[src/design/cfa_pkg.sv]
// Shared types, constants and helpers for the colour fade block.
`timescale 1ns / 1ps

package cfa_pkg;

   localparam int TIME_BITS    = 24;
   localparam int CHANNEL_BITS = 8;
   localparam int COLOR_BITS   = 32;
   localparam int NUM_CHANNELS = 4;
   localparam int CHAN_IDX_BITS = $clog2(NUM_CHANNELS);
   localparam int STEP_BITS    = $clog2(CHANNEL_BITS);
   localparam int ADDR_BITS    = 4;

   // request modes
   localparam logic [1:0] MODE_TICK  = 2'd0;
   localparam logic [1:0] MODE_PLAY  = 2'd1;
   localparam logic [1:0] MODE_DELAY = 2'd2;

   // register indexes
   localparam logic [1:0] REG_START_COLOR = 2'd0;
   localparam logic [1:0] REG_END_COLOR   = 2'd1;
   localparam logic [1:0] REG_DURATION    = 2'd2;
   localparam logic [1:0] REG_LOOP_ENABLE = 2'd3;

   localparam logic [COLOR_BITS-1:0] START_COLOR_RESET = '0;
   localparam logic [COLOR_BITS-1:0] END_COLOR_RESET   = '1;
   localparam logic [TIME_BITS-1:0]  DURATION_RESET    = '0;
   localparam logic                  LOOP_ENABLE_RESET = 1'b1;

   typedef struct packed {
      logic [1:0]  mode;
      logic [23:0] amount;
   } req_type;

   typedef struct packed {
      logic       color_write;
      logic [7:0] red;
      logic [7:0] green;
      logic [7:0] blue;
      logic [7:0] alpha;
      logic       playing;
   } rsp_type;

   // controller to datapath commands
   typedef struct packed {
      logic                     load;
      logic                     eval;
      logic                     mul;
      logic                     div;
      logic                     fin;
      logic [CHAN_IDX_BITS-1:0] chan;
   } cmd_type;

   // datapath to controller status
   typedef struct packed {
      logic need_blend;
   } status_type;

   // channel 0 is red in the top byte, channel 3 alpha in the bottom byte
   function automatic logic [CHANNEL_BITS-1:0] chan_of(
      input logic [COLOR_BITS-1:0]    word_in,
      input logic [CHAN_IDX_BITS-1:0] k
   );
      logic [CHANNEL_BITS-1:0] r;
      case (k)
         2'd0:    r = word_in[3*CHANNEL_BITS +: CHANNEL_BITS];
         2'd1:    r = word_in[2*CHANNEL_BITS +: CHANNEL_BITS];
         2'd2:    r = word_in[1*CHANNEL_BITS +: CHANNEL_BITS];
         default: r = word_in[0 +: CHANNEL_BITS];
      endcase
      return r;
   endfunction

endpackage

[src/design/cfa_ctrl.sv]
// Sequencer that steps one request through evaluate, per-channel multiply, divide and finish, and publish.
`timescale 1ns / 1ps

module cfa_ctrl (
   input  logic                   clock,
   input  logic                   reset,
   input  logic                   req_valid,
   input  logic                   slot_free,
   input  cfa_pkg::status_type    status,
   output logic                   req_ready,
   output logic                   rsp_load,
   output cfa_pkg::cmd_type       cmd
);

   typedef enum logic [5:0] {
      ST_IDLE = 6'b000001,
      ST_EVAL = 6'b000010,
      ST_MUL  = 6'b000100,
      ST_DIV  = 6'b001000,
      ST_FIN  = 6'b010000,
      ST_DONE = 6'b100000
   } state_type;

   state_type state_ff, state_in;
   logic [cfa_pkg::CHAN_IDX_BITS-1:0] chan_ff, chan_in;
   logic [cfa_pkg::STEP_BITS-1:0]     step_ff, step_in;

   localparam logic [cfa_pkg::STEP_BITS-1:0] LAST_STEP =
      cfa_pkg::STEP_BITS'(cfa_pkg::CHANNEL_BITS - 1);
   localparam logic [cfa_pkg::CHAN_IDX_BITS-1:0] LAST_CHAN =
      cfa_pkg::CHAN_IDX_BITS'(cfa_pkg::NUM_CHANNELS - 1);

   always_comb begin
      state_in  = state_ff;
      chan_in   = chan_ff;
      step_in   = step_ff;
      req_ready = 1'b0;
      rsp_load  = 1'b0;
      cmd       = '0;
      cmd.chan  = chan_ff;
      case (state_ff)
         ST_IDLE: begin
            req_ready = 1'b1;
            if (req_valid) begin
               cmd.load = 1'b1;
               state_in = ST_EVAL;
            end
         end
         ST_EVAL: begin
            cmd.eval = 1'b1;
            chan_in  = '0;
            state_in = status.need_blend ? ST_MUL : ST_DONE;
         end
         ST_MUL: begin
            cmd.mul  = 1'b1;
            step_in  = '0;
            state_in = ST_DIV;
         end
         ST_DIV: begin
            cmd.div = 1'b1;
            step_in = step_ff + 1'b1;
            if (step_ff == LAST_STEP) begin
               state_in = ST_FIN;
            end
         end
         ST_FIN: begin
            cmd.fin = 1'b1;
            chan_in = chan_ff + 1'b1;
            state_in = (chan_ff == LAST_CHAN) ? ST_DONE : ST_MUL;
         end
         ST_DONE: begin
            if (slot_free) begin
               rsp_load = 1'b1;
               state_in = ST_IDLE;
            end
         end
         default: begin
            state_in = ST_IDLE;
         end
      endcase
   end

   always_ff @(posedge clock) begin
      if (reset) begin
         state_ff <= ST_IDLE;
         chan_ff  <= '0;
         step_ff  <= '0;
      end else begin
         state_ff <= state_in;
         chan_ff  <= chan_in;
         step_ff  <= step_in;
      end
   end

endmodule

[src/design/cfa_dpath.sv]
// Fade state, per-channel multiply and shift-subtract divide, colour result registers.
`timescale 1ns / 1ps

module cfa_dpath (
   input  logic                                clock,
   input  logic                                reset,
   input  cfa_pkg::cmd_type                    cmd,
   input  cfa_pkg::req_type                    req_data,
   input  logic [cfa_pkg::COLOR_BITS-1:0]      start_color,
   input  logic [cfa_pkg::COLOR_BITS-1:0]      end_color,
   input  logic [cfa_pkg::TIME_BITS-1:0]       duration,
   input  logic                                loop_enable,
   output cfa_pkg::status_type                 status,
   output cfa_pkg::rsp_type                    result
);

   localparam int TB = cfa_pkg::TIME_BITS;
   localparam int CB = cfa_pkg::CHANNEL_BITS;

   logic [1:0]    mode_ff;
   logic [TB-1:0] amount_ff;
   logic [TB-1:0] elapsed_ff;
   logic [TB-1:0] delay_ff;
   logic          active_ff;
   logic          write_ff;
   logic [CB-1:0] color_ff [cfa_pkg::NUM_CHANNELS];
   logic          neg_ff;
   logic [CB-1:0] base_ff;
   logic [TB-1:0] rem_ff;
   logic [CB-1:0] quo_ff;

   // evaluate step
   logic          is_tick;
   logic [TB:0]   sum;
   logic [TB-1:0] sat_sum;

   assign is_tick = (mode_ff == cfa_pkg::MODE_TICK);
   assign sum     = {1'b0, elapsed_ff} + {1'b0, amount_ff};
   assign sat_sum = sum[TB] ? '1 : sum[TB-1:0];
   assign status.need_blend = is_tick && active_ff && (delay_ff == '0) && (sat_sum < duration);

   // multiply step
   logic [CB-1:0]    s_chan, e_chan, mag;
   logic             neg;
   logic [CB+TB-1:0] prod;

   assign s_chan = cfa_pkg::chan_of(start_color, cmd.chan);
   assign e_chan = cfa_pkg::chan_of(end_color, cmd.chan);
   assign neg    = (e_chan < s_chan);
   assign mag    = neg ? (s_chan - e_chan) : (e_chan - s_chan);
   assign prod   = {{TB{1'b0}}, mag} * {{CB{1'b0}}, elapsed_ff};

   // divide step: the quotient is below 2**CB, so only CB steps are needed
   logic [TB:0] trial, trial_sub;
   logic        ge;

   assign trial     = {rem_ff, quo_ff[CB-1]};
   assign ge        = (trial >= {1'b0, duration});
   assign trial_sub = trial - {1'b0, duration};

   always_ff @(posedge clock) begin
      if (cmd.load) begin
         mode_ff   <= req_data.mode;
         amount_ff <= req_data.amount;
      end
      if (cmd.mul) begin
         rem_ff  <= prod[CB+TB-1:CB];
         quo_ff  <= prod[CB-1:0];
         base_ff <= s_chan;
         neg_ff  <= neg;
      end else if (cmd.div) begin
         rem_ff <= ge ? trial_sub[TB-1:0] : trial[TB-1:0];
         quo_ff <= {quo_ff[CB-2:0], ge};
      end
      if (cmd.eval) begin
         if (status.need_blend) begin
            write_ff <= 1'b1;
            for (int k = 0; k < cfa_pkg::NUM_CHANNELS; k++) begin
               color_ff[k] <= '0;
            end
         end else if (is_tick && active_ff && (delay_ff == '0) && !loop_enable) begin
            write_ff <= 1'b1;
            for (int k = 0; k < cfa_pkg::NUM_CHANNELS; k++) begin
               color_ff[k] <= cfa_pkg::chan_of(end_color, cfa_pkg::CHAN_IDX_BITS'(k));
            end
         end else begin
            write_ff <= 1'b0;
            for (int k = 0; k < cfa_pkg::NUM_CHANNELS; k++) begin
               color_ff[k] <= '0;
            end
         end
      end else if (cmd.fin) begin
         color_ff[cmd.chan] <= neg_ff ? (base_ff - quo_ff) : (base_ff + quo_ff);
      end
   end

   always_ff @(posedge clock) begin
      if (reset) begin
         elapsed_ff <= '0;
         delay_ff   <= '0;
         active_ff  <= 1'b0;
      end else if (cmd.eval) begin
         case (mode_ff)
            cfa_pkg::MODE_TICK: begin
               if (active_ff) begin
                  if (delay_ff != '0) begin
                     delay_ff <= (amount_ff >= delay_ff) ? '0 : (delay_ff - amount_ff);
                  end else if (sat_sum < duration) begin
                     elapsed_ff <= sat_sum;
                  end else if (loop_enable) begin
                     elapsed_ff <= '0;
                  end else begin
                     elapsed_ff <= sat_sum;
                     active_ff  <= 1'b0;
                  end
               end
            end
            cfa_pkg::MODE_PLAY: begin
               elapsed_ff <= '0;
               active_ff  <= 1'b1;
            end
            cfa_pkg::MODE_DELAY: begin
               delay_ff <= amount_ff;
            end
            default: begin
            end
         endcase
      end
   end

   always_comb begin
      result             = '0;
      result.color_write = write_ff;
      result.red         = 8'(color_ff[0]);
      result.green       = 8'(color_ff[1]);
      result.blue        = 8'(color_ff[2]);
      result.alpha       = 8'(color_ff[3]);
      result.playing     = active_ff;
   end

endmodule

[src/design/color_fade_animator.sv]
// Top level of the RGBA colour fade block: register port, sequencer, datapath, output register.
`timescale 1ns / 1ps

// Usage
//   Requests arrive on req_valid/req_ready/req_data (mode, amount). Mode tick advances
//   the fade (or counts a pending delay down), play restarts time and activates the
//   fade, set delay loads the delay. Every request yields exactly one response on
//   rsp_valid/rsp_ready/rsp_data: color_write flags a driven colour, red..alpha hold
//   it (zero when none is driven), playing gives the active flag after the request.
//   Registers start_color, end_color, duration and loop_enable sit at byte addresses
//   0, 4, 8 and 12 of the csr_ port; write them only while the block is idle.
// Sequencing
//   One request at a time. A tick that interpolates runs one evaluate step, then per
//   channel one multiply, eight divide and one finish step on a shared multiplier and
//   shift-subtract divider, then loads the output register once it is free. Other
//   requests go from evaluate straight to that load. The next request is accepted in
//   the cycle after the load.
// Reset
//   Synchronous reset stops the fade, clears elapsed time and delay, and returns the
//   registers to their reset values; no response is pending afterwards.
// Stalls
//   A finished response waits in the output register; the next request is accepted
//   and worked on meanwhile, holding its result until the output register frees up.
module color_fade_animator (
   input  logic                              clock,
   input  logic                              reset,
   input  logic                              req_valid,
   output logic                              req_ready,
   input  cfa_pkg::req_type                  req_data,
   output logic                              rsp_valid,
   input  logic                              rsp_ready,
   output cfa_pkg::rsp_type                  rsp_data,
   input  logic                              csr_psel,
   input  logic                              csr_penable,
   input  logic                              csr_pwrite,
   input  logic [cfa_pkg::ADDR_BITS-1:0]     csr_paddr,
   input  logic [31:0]                       csr_pwdata,
   output logic [31:0]                       csr_prdata,
   output logic                              csr_pready
);

   // configuration registers
   logic [cfa_pkg::COLOR_BITS-1:0] start_color_ff;
   logic [cfa_pkg::COLOR_BITS-1:0] end_color_ff;
   logic [cfa_pkg::TIME_BITS-1:0]  duration_ff;
   logic                           loop_enable_ff;
   logic                           csr_write;
   logic [1:0]                     csr_index;

   assign csr_pready = 1'b1;
   assign csr_write  = csr_psel && csr_penable && csr_pwrite && csr_pready;
   assign csr_index  = csr_paddr[3:2];

   always_ff @(posedge clock) begin
      if (reset) begin
         start_color_ff <= cfa_pkg::START_COLOR_RESET;
         end_color_ff   <= cfa_pkg::END_COLOR_RESET;
         duration_ff    <= cfa_pkg::DURATION_RESET;
         loop_enable_ff <= cfa_pkg::LOOP_ENABLE_RESET;
      end else if (csr_write) begin
         case (csr_index)
            cfa_pkg::REG_START_COLOR: start_color_ff <= csr_pwdata;
            cfa_pkg::REG_END_COLOR:   end_color_ff   <= csr_pwdata;
            cfa_pkg::REG_DURATION:    duration_ff    <= csr_pwdata[cfa_pkg::TIME_BITS-1:0];
            cfa_pkg::REG_LOOP_ENABLE: loop_enable_ff <= csr_pwdata[0];
            default: begin
            end
         endcase
      end
   end

   // read back: zero-extend the narrow registers
   always_comb begin
      case (csr_index)
         cfa_pkg::REG_START_COLOR: csr_prdata = start_color_ff;
         cfa_pkg::REG_END_COLOR:   csr_prdata = end_color_ff;
         cfa_pkg::REG_DURATION:    csr_prdata = 32'(duration_ff);
         cfa_pkg::REG_LOOP_ENABLE: csr_prdata = 32'(loop_enable_ff);
         default:                  csr_prdata = '0;
      endcase
   end

   // sequencer and datapath
   cfa_pkg::cmd_type    cmd;
   cfa_pkg::status_type status;
   cfa_pkg::rsp_type    result;
   logic                rsp_load;
   logic                slot_free;

   // output register state
   logic             rsp_valid_ff;
   cfa_pkg::rsp_type rsp_data_ff;

   // the output register frees up when empty or when its response is taken this cycle
   assign slot_free = !rsp_valid_ff || rsp_ready;

   cfa_ctrl u_ctrl (
      .clock     (clock),
      .reset     (reset),
      .req_valid (req_valid),
      .slot_free (slot_free),
      .status    (status),
      .req_ready (req_ready),
      .rsp_load  (rsp_load),
      .cmd       (cmd)
   );

   cfa_dpath u_dpath (
      .clock       (clock),
      .reset       (reset),
      .cmd         (cmd),
      .req_data    (req_data),
      .start_color (start_color_ff),
      .end_color   (end_color_ff),
      .duration    (duration_ff),
      .loop_enable (loop_enable_ff),
      .status      (status),
      .result      (result)
   );

   // output register: hold the response until the receiver takes it
   always_ff @(posedge clock) begin
      if (reset) begin
         rsp_valid_ff <= 1'b0;
      end else if (rsp_load) begin
         rsp_valid_ff <= 1'b1;
      end else if (rsp_ready) begin
         rsp_valid_ff <= 1'b0;
      end
   end

   always_ff @(posedge clock) begin
      if (rsp_load) begin
         rsp_data_ff <= result;
      end
   end

   assign rsp_valid = rsp_valid_ff;
   assign rsp_data  = rsp_data_ff;

endmodule

[config.mk]
export PLATFORM = sky130hd
export DESIGN_NAME = color_fade_animator
export DESIGN_NICKNAME = d
export VERILOG_FILES = /design/src/design/cfa_pkg.sv /design/src/design/cfa_ctrl.sv /design/src/design/cfa_dpath.sv /design/src/design/color_fade_animator.sv
export SDC_FILE = /design/constraint.sdc
export NUM_CORES = 1
export LEC_CHECK = 0
export BUFFER_PORTS_ARGS = -buffer_cell sky130_fd_sc_hd__buf_2
export CAP_MARGIN = 20
export CORE_MARGIN = 10
export CORE_UTILIZATION = 30
export DETAILED_ROUTE_END_ITERATION = 10
export PLACE_DENSITY_LB_ADDON = 0.3
export SLEW_MARGIN = 20
export SYNTH_ARGS = -nofsm -noshare
export SYNTH_HDL_FRONTEND = slang
export SYNTH_SLANG_ARGS = --single-unit
[constraint.sdc]
create_clock -name clock -period 13.2 [get_ports clock]
set_clock_uncertainty 0.1 [all_clocks]
set_input_delay 0.66 -clock clock [delete_from_list [all_inputs] [get_ports clock]]
set_output_delay 0.66 -clock clock [all_outputs]
set_load 0.01 [all_outputs]
==> impl_metrics.yaml, run 1 <==
setup_path:
  cp.required_ps: 13390
  worst-path-max-fanout: 16
  path_common_cell: "fa_1"
  critPathArrivalTime_ps: 11310
  startpoint_type: "flip-flop"
  slowest_stage: "a311oi_4"
  critical_path.max_stage_delay_ps: 940
  reg2regPathDepth: 33
  cp-end-kind: "flip-flop"
  reg2reg_slack_ps: 2070
  worstSetupPathType: "reg -> reg"
timing:
  relSlewSlack_pct: 28.7
  worst_pin_slew_ps: 1070
  fin_crit_sh_pct: 84.3
  report.final.slew_viol_count: 0
  fin_ws_ps: 2070
  rsz0062_at_grt: "no"
  max_freq_mhz: 89.9
  hold_viol_final: 0
  tns_ps: 0
  setup_viol: 0
  min_period_ps: 11130
synth:
  synthMuxAreaShare_pct: 4.14
  synthSimpleGateAreaFrac_pct: 17.3
  yosysTopAreaCell: "edfxtp_1"
  synth_seq_cells: 284
  synth.most_common_cell: "nand2_1"
  synth_xor_area_share_pct: 3.31
  seq_area_frac_synth_pct: 30.2
  synthTopCellsByArea: "edfxtp_1 (17%), dfxtp_1 (13%), fa_1 (12%)"
  syn-num-nets: 2956
  ys_warn_count: 0
  synth_area_sq_um: 23300
  synth_top_family_by_area: "adder cells"
  syn_avg_cell_area_sq_um: 9.05
  synth_edf_count: 134
  synth-compound-area-share_pct: 17.3
  synthAdderAreaFrac_pct: 21.5
  yosysTopAreaCellShare_pct: 17.3
  yosys_most_used_dff: "dfxtp_1"
  syn_inst: 2571
  ys_async_sr_fraction_pct: 0
  yosys-top-cells-count: "nand2_1 (307), inv_1 (256), ha_1 (178)"
  synth_cell_types: 83
pwr:
  p_clk_share_pct: 45.6
  finalPower_mw: 2.09
  sequentialPowerShare_pct: 45.3
  switching_share_pct: 25.7
  ir_worst_vdd_v: 0.0000998
  p_leak_nw: 11.3
  power.net_switching_mw: 0.536
  intPower_mw: 1.55
  combPwrFrac_pct: 9.1
  p_per_area_nw_per_um2: 79.7
global_routing:
  grt_max_degree: 79
  grt.busiest_layer: "met2"
  grt_pass1_vias: 18494
  grt_pass1_wl_mm: 110
  antenna_found_initial: 0
  grtUsageMet3_pct: 2.10
  met2_usage_pct: 25.8
  gr-total-overflow: 0
  track_usage_pct: 15.6
  grt_util_met1_pct: 21.3
routing:
  drc_errors: 0
  drt-pass1-iter-count: 5
  ant_nets: 0
  routed_wl_mm: 70.9
  wl_per_cell_um: 19.1
  num_vias: 18614
  drtIter0Drc: 1275
  via_per_inst: 5.00
cells_and_area:
  diodes: 0
  syn_to_final_growth_pct: 12.6
  final_util_pct: 33.9
  fin_nets: 3039
  drive_gt1_share_pct: 10.0
die:
  fp.dieW_um: 298
  rows: 102
  core_area_sq_um: 77200
  die_area_sq_um: 89100
  start_util_pct: 30.1
  ios: 138
  dieHeight_um: 298
min_path:
  hp-class: "in -> reg"
  worstHoldPathCells: 1
cts:
  cts_tree: "yes"
  cts_sinks: 284
  post_cts.resized_instances: 0
  root_buffer: "clkbuf_16"
  post_cts_buffers: 0
  cts.htree.levels: 2
  cts_buffers: 34
  cts_hold_buf: 0
  clk_pin_slew_worst_paths_ps: 60
  clockBufferDepth: 3
  clk-insertion-delay-late_ps: 560
placement:
  gp_congestion: 0.837
  hpwl_mm: 54.5
  portBuffers: 134
  post-place-ws_ps: 2060
status:
  status: "finished, final reports clean"
run:
  drv_cap: 0
==> path summary, 6_finish.rpt <==
| kind | to | from |
|---|---|---|
| worst max-delay path | u_dpath.rem_ff[22] | u_ctrl.chan_ff[0] |
| worst min-delay path | u_dpath.amount_ff[19] | req_data[19] |
| worst max register to register | u_dpath.rem_ff[22] | u_ctrl.chan_ff[0] |
| worst min register to register | rsp_data[6] | u_dpath.color_ff[3][5] |
==> worst max-delay path, delay by kind of cell (launching register included) <==
kind / cells / cell delay, ps
buffers and inverters: 5 / 800
XOR/XNOR: 1 / 170
AND/OR/NAND/NOR: 2 / 230
adder cells (fa/ha/maj): 8 / 3550
AO/OA/AOI/OAI: 13 / 4430
flip-flops: 1 / 490
multiplexers: 4 / 1050
==> power by group through the flow <==
stage	combinational, mW	sequential, mW	clock [mW]
2_1_floorplan	0.120	0.956	0
3_3_place_gp	0.189	0.963	0
3_5_place_dp	0.190	0.963	0
4_1_cts	0.191	0.944	0.973
5_1_grt	0.209	0.945	1.01
6_report	0.190	0.944	0.952
==> cell usage in the layout (no fill, tap or decap), types with 8 or more instances in the layout <==
master and count:
nor4_1 14, dfxtp_1 150, and3_1 16, nor2_1 118, and2_1 113, nand3_1 23, a21o_1 41, clkbuf_16 35
buf_2 133, a22o_1 33, o21bai_1 14, nand4_1 18, fa_1 138, xor2_1 37, mux2_2 15, o21ai_0 114
a221oi_1 23, a211o_1 36, ha_1 178, o21a_1 26, nand3b_1 8, a31oi_1 13, nor3_1 44, a211oi_1 14
a22oi_1 20, a21oi_1 162, nor2b_1 66, xnor2_1 50, clkbuf_1 10, o211ai_1 14, edfxtp_1 134, o2bb2ai_1 22
buf_4 31, mux2i_1 75, inv_1 256, nand2_1 307, nand2b_1 57
==> cell type report <==
| cell class | instances | area (sq um) |
|---|---|---|
| tap | 1040 | 1300 |
| clock buffer | 52 | 1010 |
| clock inverter | 10 | 116 |
| multi-input combinational | 1912 | 14900 |
| fill | 8038 | 51000 |
| timing repair buffer | 166 | 930 |
| sequential | 284 | 7030 |
| inverter | 256 | 961 |
==> state kept, by name, summed over array words and instances (netlist names), 24 cells and up <==
| name | cells |
|---|---|
| u_dpath.delay_ff | 24 |
| u_dpath.amount_ff | 24 |
| rsp_data | 34 |
| start_color_ff | 32 |
| u_dpath.elapsed_ff | 24 |
| u_dpath.color_ff | 32 |
| duration_ff | 24 |
| u_dpath.rem_ff | 24 |
| end_color_ff | 32 |
==> cell families after synthesis <==
family / count (synthesis)
buffers and inverters: 375
adder cells (fa/ha/maj): 316
multiplexers: 93
XOR/XNOR: 88
flip-flops: 284
AND/OR/NAND/NOR: 820
AO/OA/AOI/OAI: 594
other: 1
==> routing by layer <==
metal	vias to the layer above	wire [um]
li1	9073	-
met1	9090	32900
met2	391	33200
met3	60	3470
met4	0	1440
met5	-	0
==> metrics by stage <==
stage	hold slack, ps	cells	area [sq um]
CTS	146	3718	26200
detailed placement	305	3656	25000
global route	159	3720	26200
global placement	304	3656	25000
floorplan	300	2571	23300
finish	180	3720	26200
Power figures use the tool's default switching activity.
==> run 2, diff against run 1 <==
- ABC_AREA: not set -> 1
- clock period: 13.2 -> 11.2 ns (I/O delays scaled with it)
==> impl_metrics.yaml, run 2 <==
timing:
  tns_ps: 0
  hold_viol_final: 0
  relSlewSlack_pct: 28.8
  fin_ws_ps: 1620
  max_freq_mhz: 104
  rsz0062_at_grt: "no"
  min_period_ps: 9580
  fin_hold_ws_ps: 80.5
  report.final.slew_viol_count: 0
  fin_crit_sh_pct: 85.6
  setup_viol: 0
  worst_pin_slew_ps: 1060
pwr:
  combPwrFrac_pct: 17.0
  ir_worst_vdd_v: 0.000136
  intPower_mw: 1.98
  p_per_area_nw_per_um2: 107
  p_clk_share_pct: 41.7
  finalPower_mw: 2.80
  p_leak_nw: 12.0
  power.net_switching_mw: 0.825
  sequentialPowerShare_pct: 41.3
  switching_share_pct: 29.4
setup_path:
  worst-path-max-fanout: 20
  slowest_stage: "nand2_1"
  worstSetupPathType: "reg -> reg"
  cp.required_ps: 11380
  critPathArrivalTime_ps: 9760
  critical_path.max_stage_delay_ps: 720
  startpoint_type: "flip-flop"
  cp-end-kind: "flip-flop"
  reg2regPathDepth: 36
placement:
  portBuffers: 134
  gp_congestion: 0.895
  placed_area_sq_um: 25100
  hpwl_mm: 58.3
  post-place-ws_ps: 1880
  place_inst: 4061
cts:
  cts_hold_buf: 0
  post_cts.resized_instances: 0
  cts_tree: "yes"
  cts_buffers: 35
  cts_sinks: 284
  clk-insertion-delay-late_ps: 550
  clockBufferDepth: 3
  root_buffer: "clkbuf_16"
  clk_pin_slew_worst_paths_ps: 60
  post_cts_buffers: 0
  cts.htree.levels: 2
cells_and_area:
  drive_gt1_share_pct: 10.6
  final_util_pct: 33.9
  fin_nets: 3443
  diodes: 0
  syn_to_final_growth_pct: 12.2
  largest_reg_flops: 34
  instances_no_fill: 4123
  num-fill-cells: 8342
  layout_common_cells: "nand2_1 (542), inv_1 (455), nor2_1 (288), a21oi_1 (267), ha_1 (178)"
  final_area_sq_um: 26200
  final_common_cell: "nand2_1"
synth:
  synth_edf_count: 134
  synth.most_common_cell: "nand2_1"
  seq_area_frac_synth_pct: 30.0
  ys_warn_count: 0
  synthTopCellsByArea: "edfxtp_1 (17%), dfxtp_1 (13%), fa_1 (12%)"
  synth_seq_cells: 284
  yosys-top-cells-count: "nand2_1 (542), inv_1 (456), nor2_1 (292)"
  syn_inst: 2966
  yosys_most_used_dff: "dfxtp_1"
  synth_cell_types: 64
  syn-num-nets: 3351
  synth_area_sq_um: 23400
  ys_async_sr_fraction_pct: 0
  syn_avg_cell_area_sq_um: 7.89
  yosysTopAreaCell: "edfxtp_1"
  yosysTopAreaCellShare_pct: 17.2
status:
  status: "finished, final reports clean"
die:
  start_util_pct: 30.2
  ios: 138
  rows: 102
  dieHeight_um: 299
  die_area_sq_um: 89600
  fp.dieW_um: 299
  core_area_sq_um: 77300
global_routing:
  antenna_found_initial: 0
  gr-total-overflow: 0
  track_usage_pct: 16.2
  grt_pass1_vias: 19975
  grt_pass1_wl_mm: 115
  grt_max_degree: 95
routing:
  drc_errors: 0
  num_vias: 20335
  routed_wl_mm: 74.3
  drtIter0Drc: 1417
  wl_per_cell_um: 18.0
  ant_nets: 0
  drt-pass1-iter-count: 5
  via_per_inst: 4.93
run:
  drv_cap: 0
min_path:
  worstHoldPathCells: 1
  hp-class: "in -> reg"
run 2: path summary, 6_finish.rpt:
path,from,endpoint,slack (ps)
min reg2reg,u_dpath.color_ff[1][1],rsp_data[18],310
min,req_data[22],u_dpath.amount_ff[22],80
max reg2reg,u_ctrl.chan_ff[1],u_dpath.rem_ff[20],1620
max,u_ctrl.chan_ff[1],u_dpath.rem_ff[20],1620
run 2: critical path, delay by kind of cell, from the launching register on:
kind	cells	cell delay, ps
fa+ha+maj	8	3230
flops	1	520
compound gates	11	2540
buf+inv	8	1470
simple gates	9	1460
run 2: cell families (layout without fill, tap and decap cells):
group	Yosys count	in the layout	synth area share (%)
adder cells (fa/ha/maj)	316	316	21.3
XOR/XNOR	65	65	2.43
buffers and inverters	575	692	9.88
flip-flops	284	284	30.0
other	1	1	0.0160
multiplexers	2	2	0.0856
AO/OA/AOI/OAI	654	654	16.4
AND/OR/NAND/NOR	1069	1069	19.8
run 2: power groups by stage:
stage / logic [mW] / clock network [mW] / registers [mW]
finish: 0.475 / 1.17 / 1.16
global route: 0.531 / 1.23 / 1.16
CTS: 0.476 / 1.19 / 1.16
detailed placement: 0.475 / 0 / 1.18
global placement: 0.472 / 0 / 1.18
floorplan: 0.338 / 0 / 1.17
run 2: layout make-up:
class                           instances  area [sq um]  area share (%)
Tap cell                             1040          1300            4.96
Multi-Input combinational cell       2107         14100            53.8
Inverter                              469          1760            6.72
Clock buffer                           46          1000            3.81
Sequential cell                       284          7030            26.8
Timing Repair Buffer                  161           873            3.33
Clock inverter                         16           170           0.648
run 2: routing by layer:
layer	wire length, um	vias up	track usage [%]
li1	-	10000	-
met1	32500	9758	20.9
met2	35600	474	27.4
met3	3800	103	2.49
met4	2390	0	5.37
met5	0	-	0
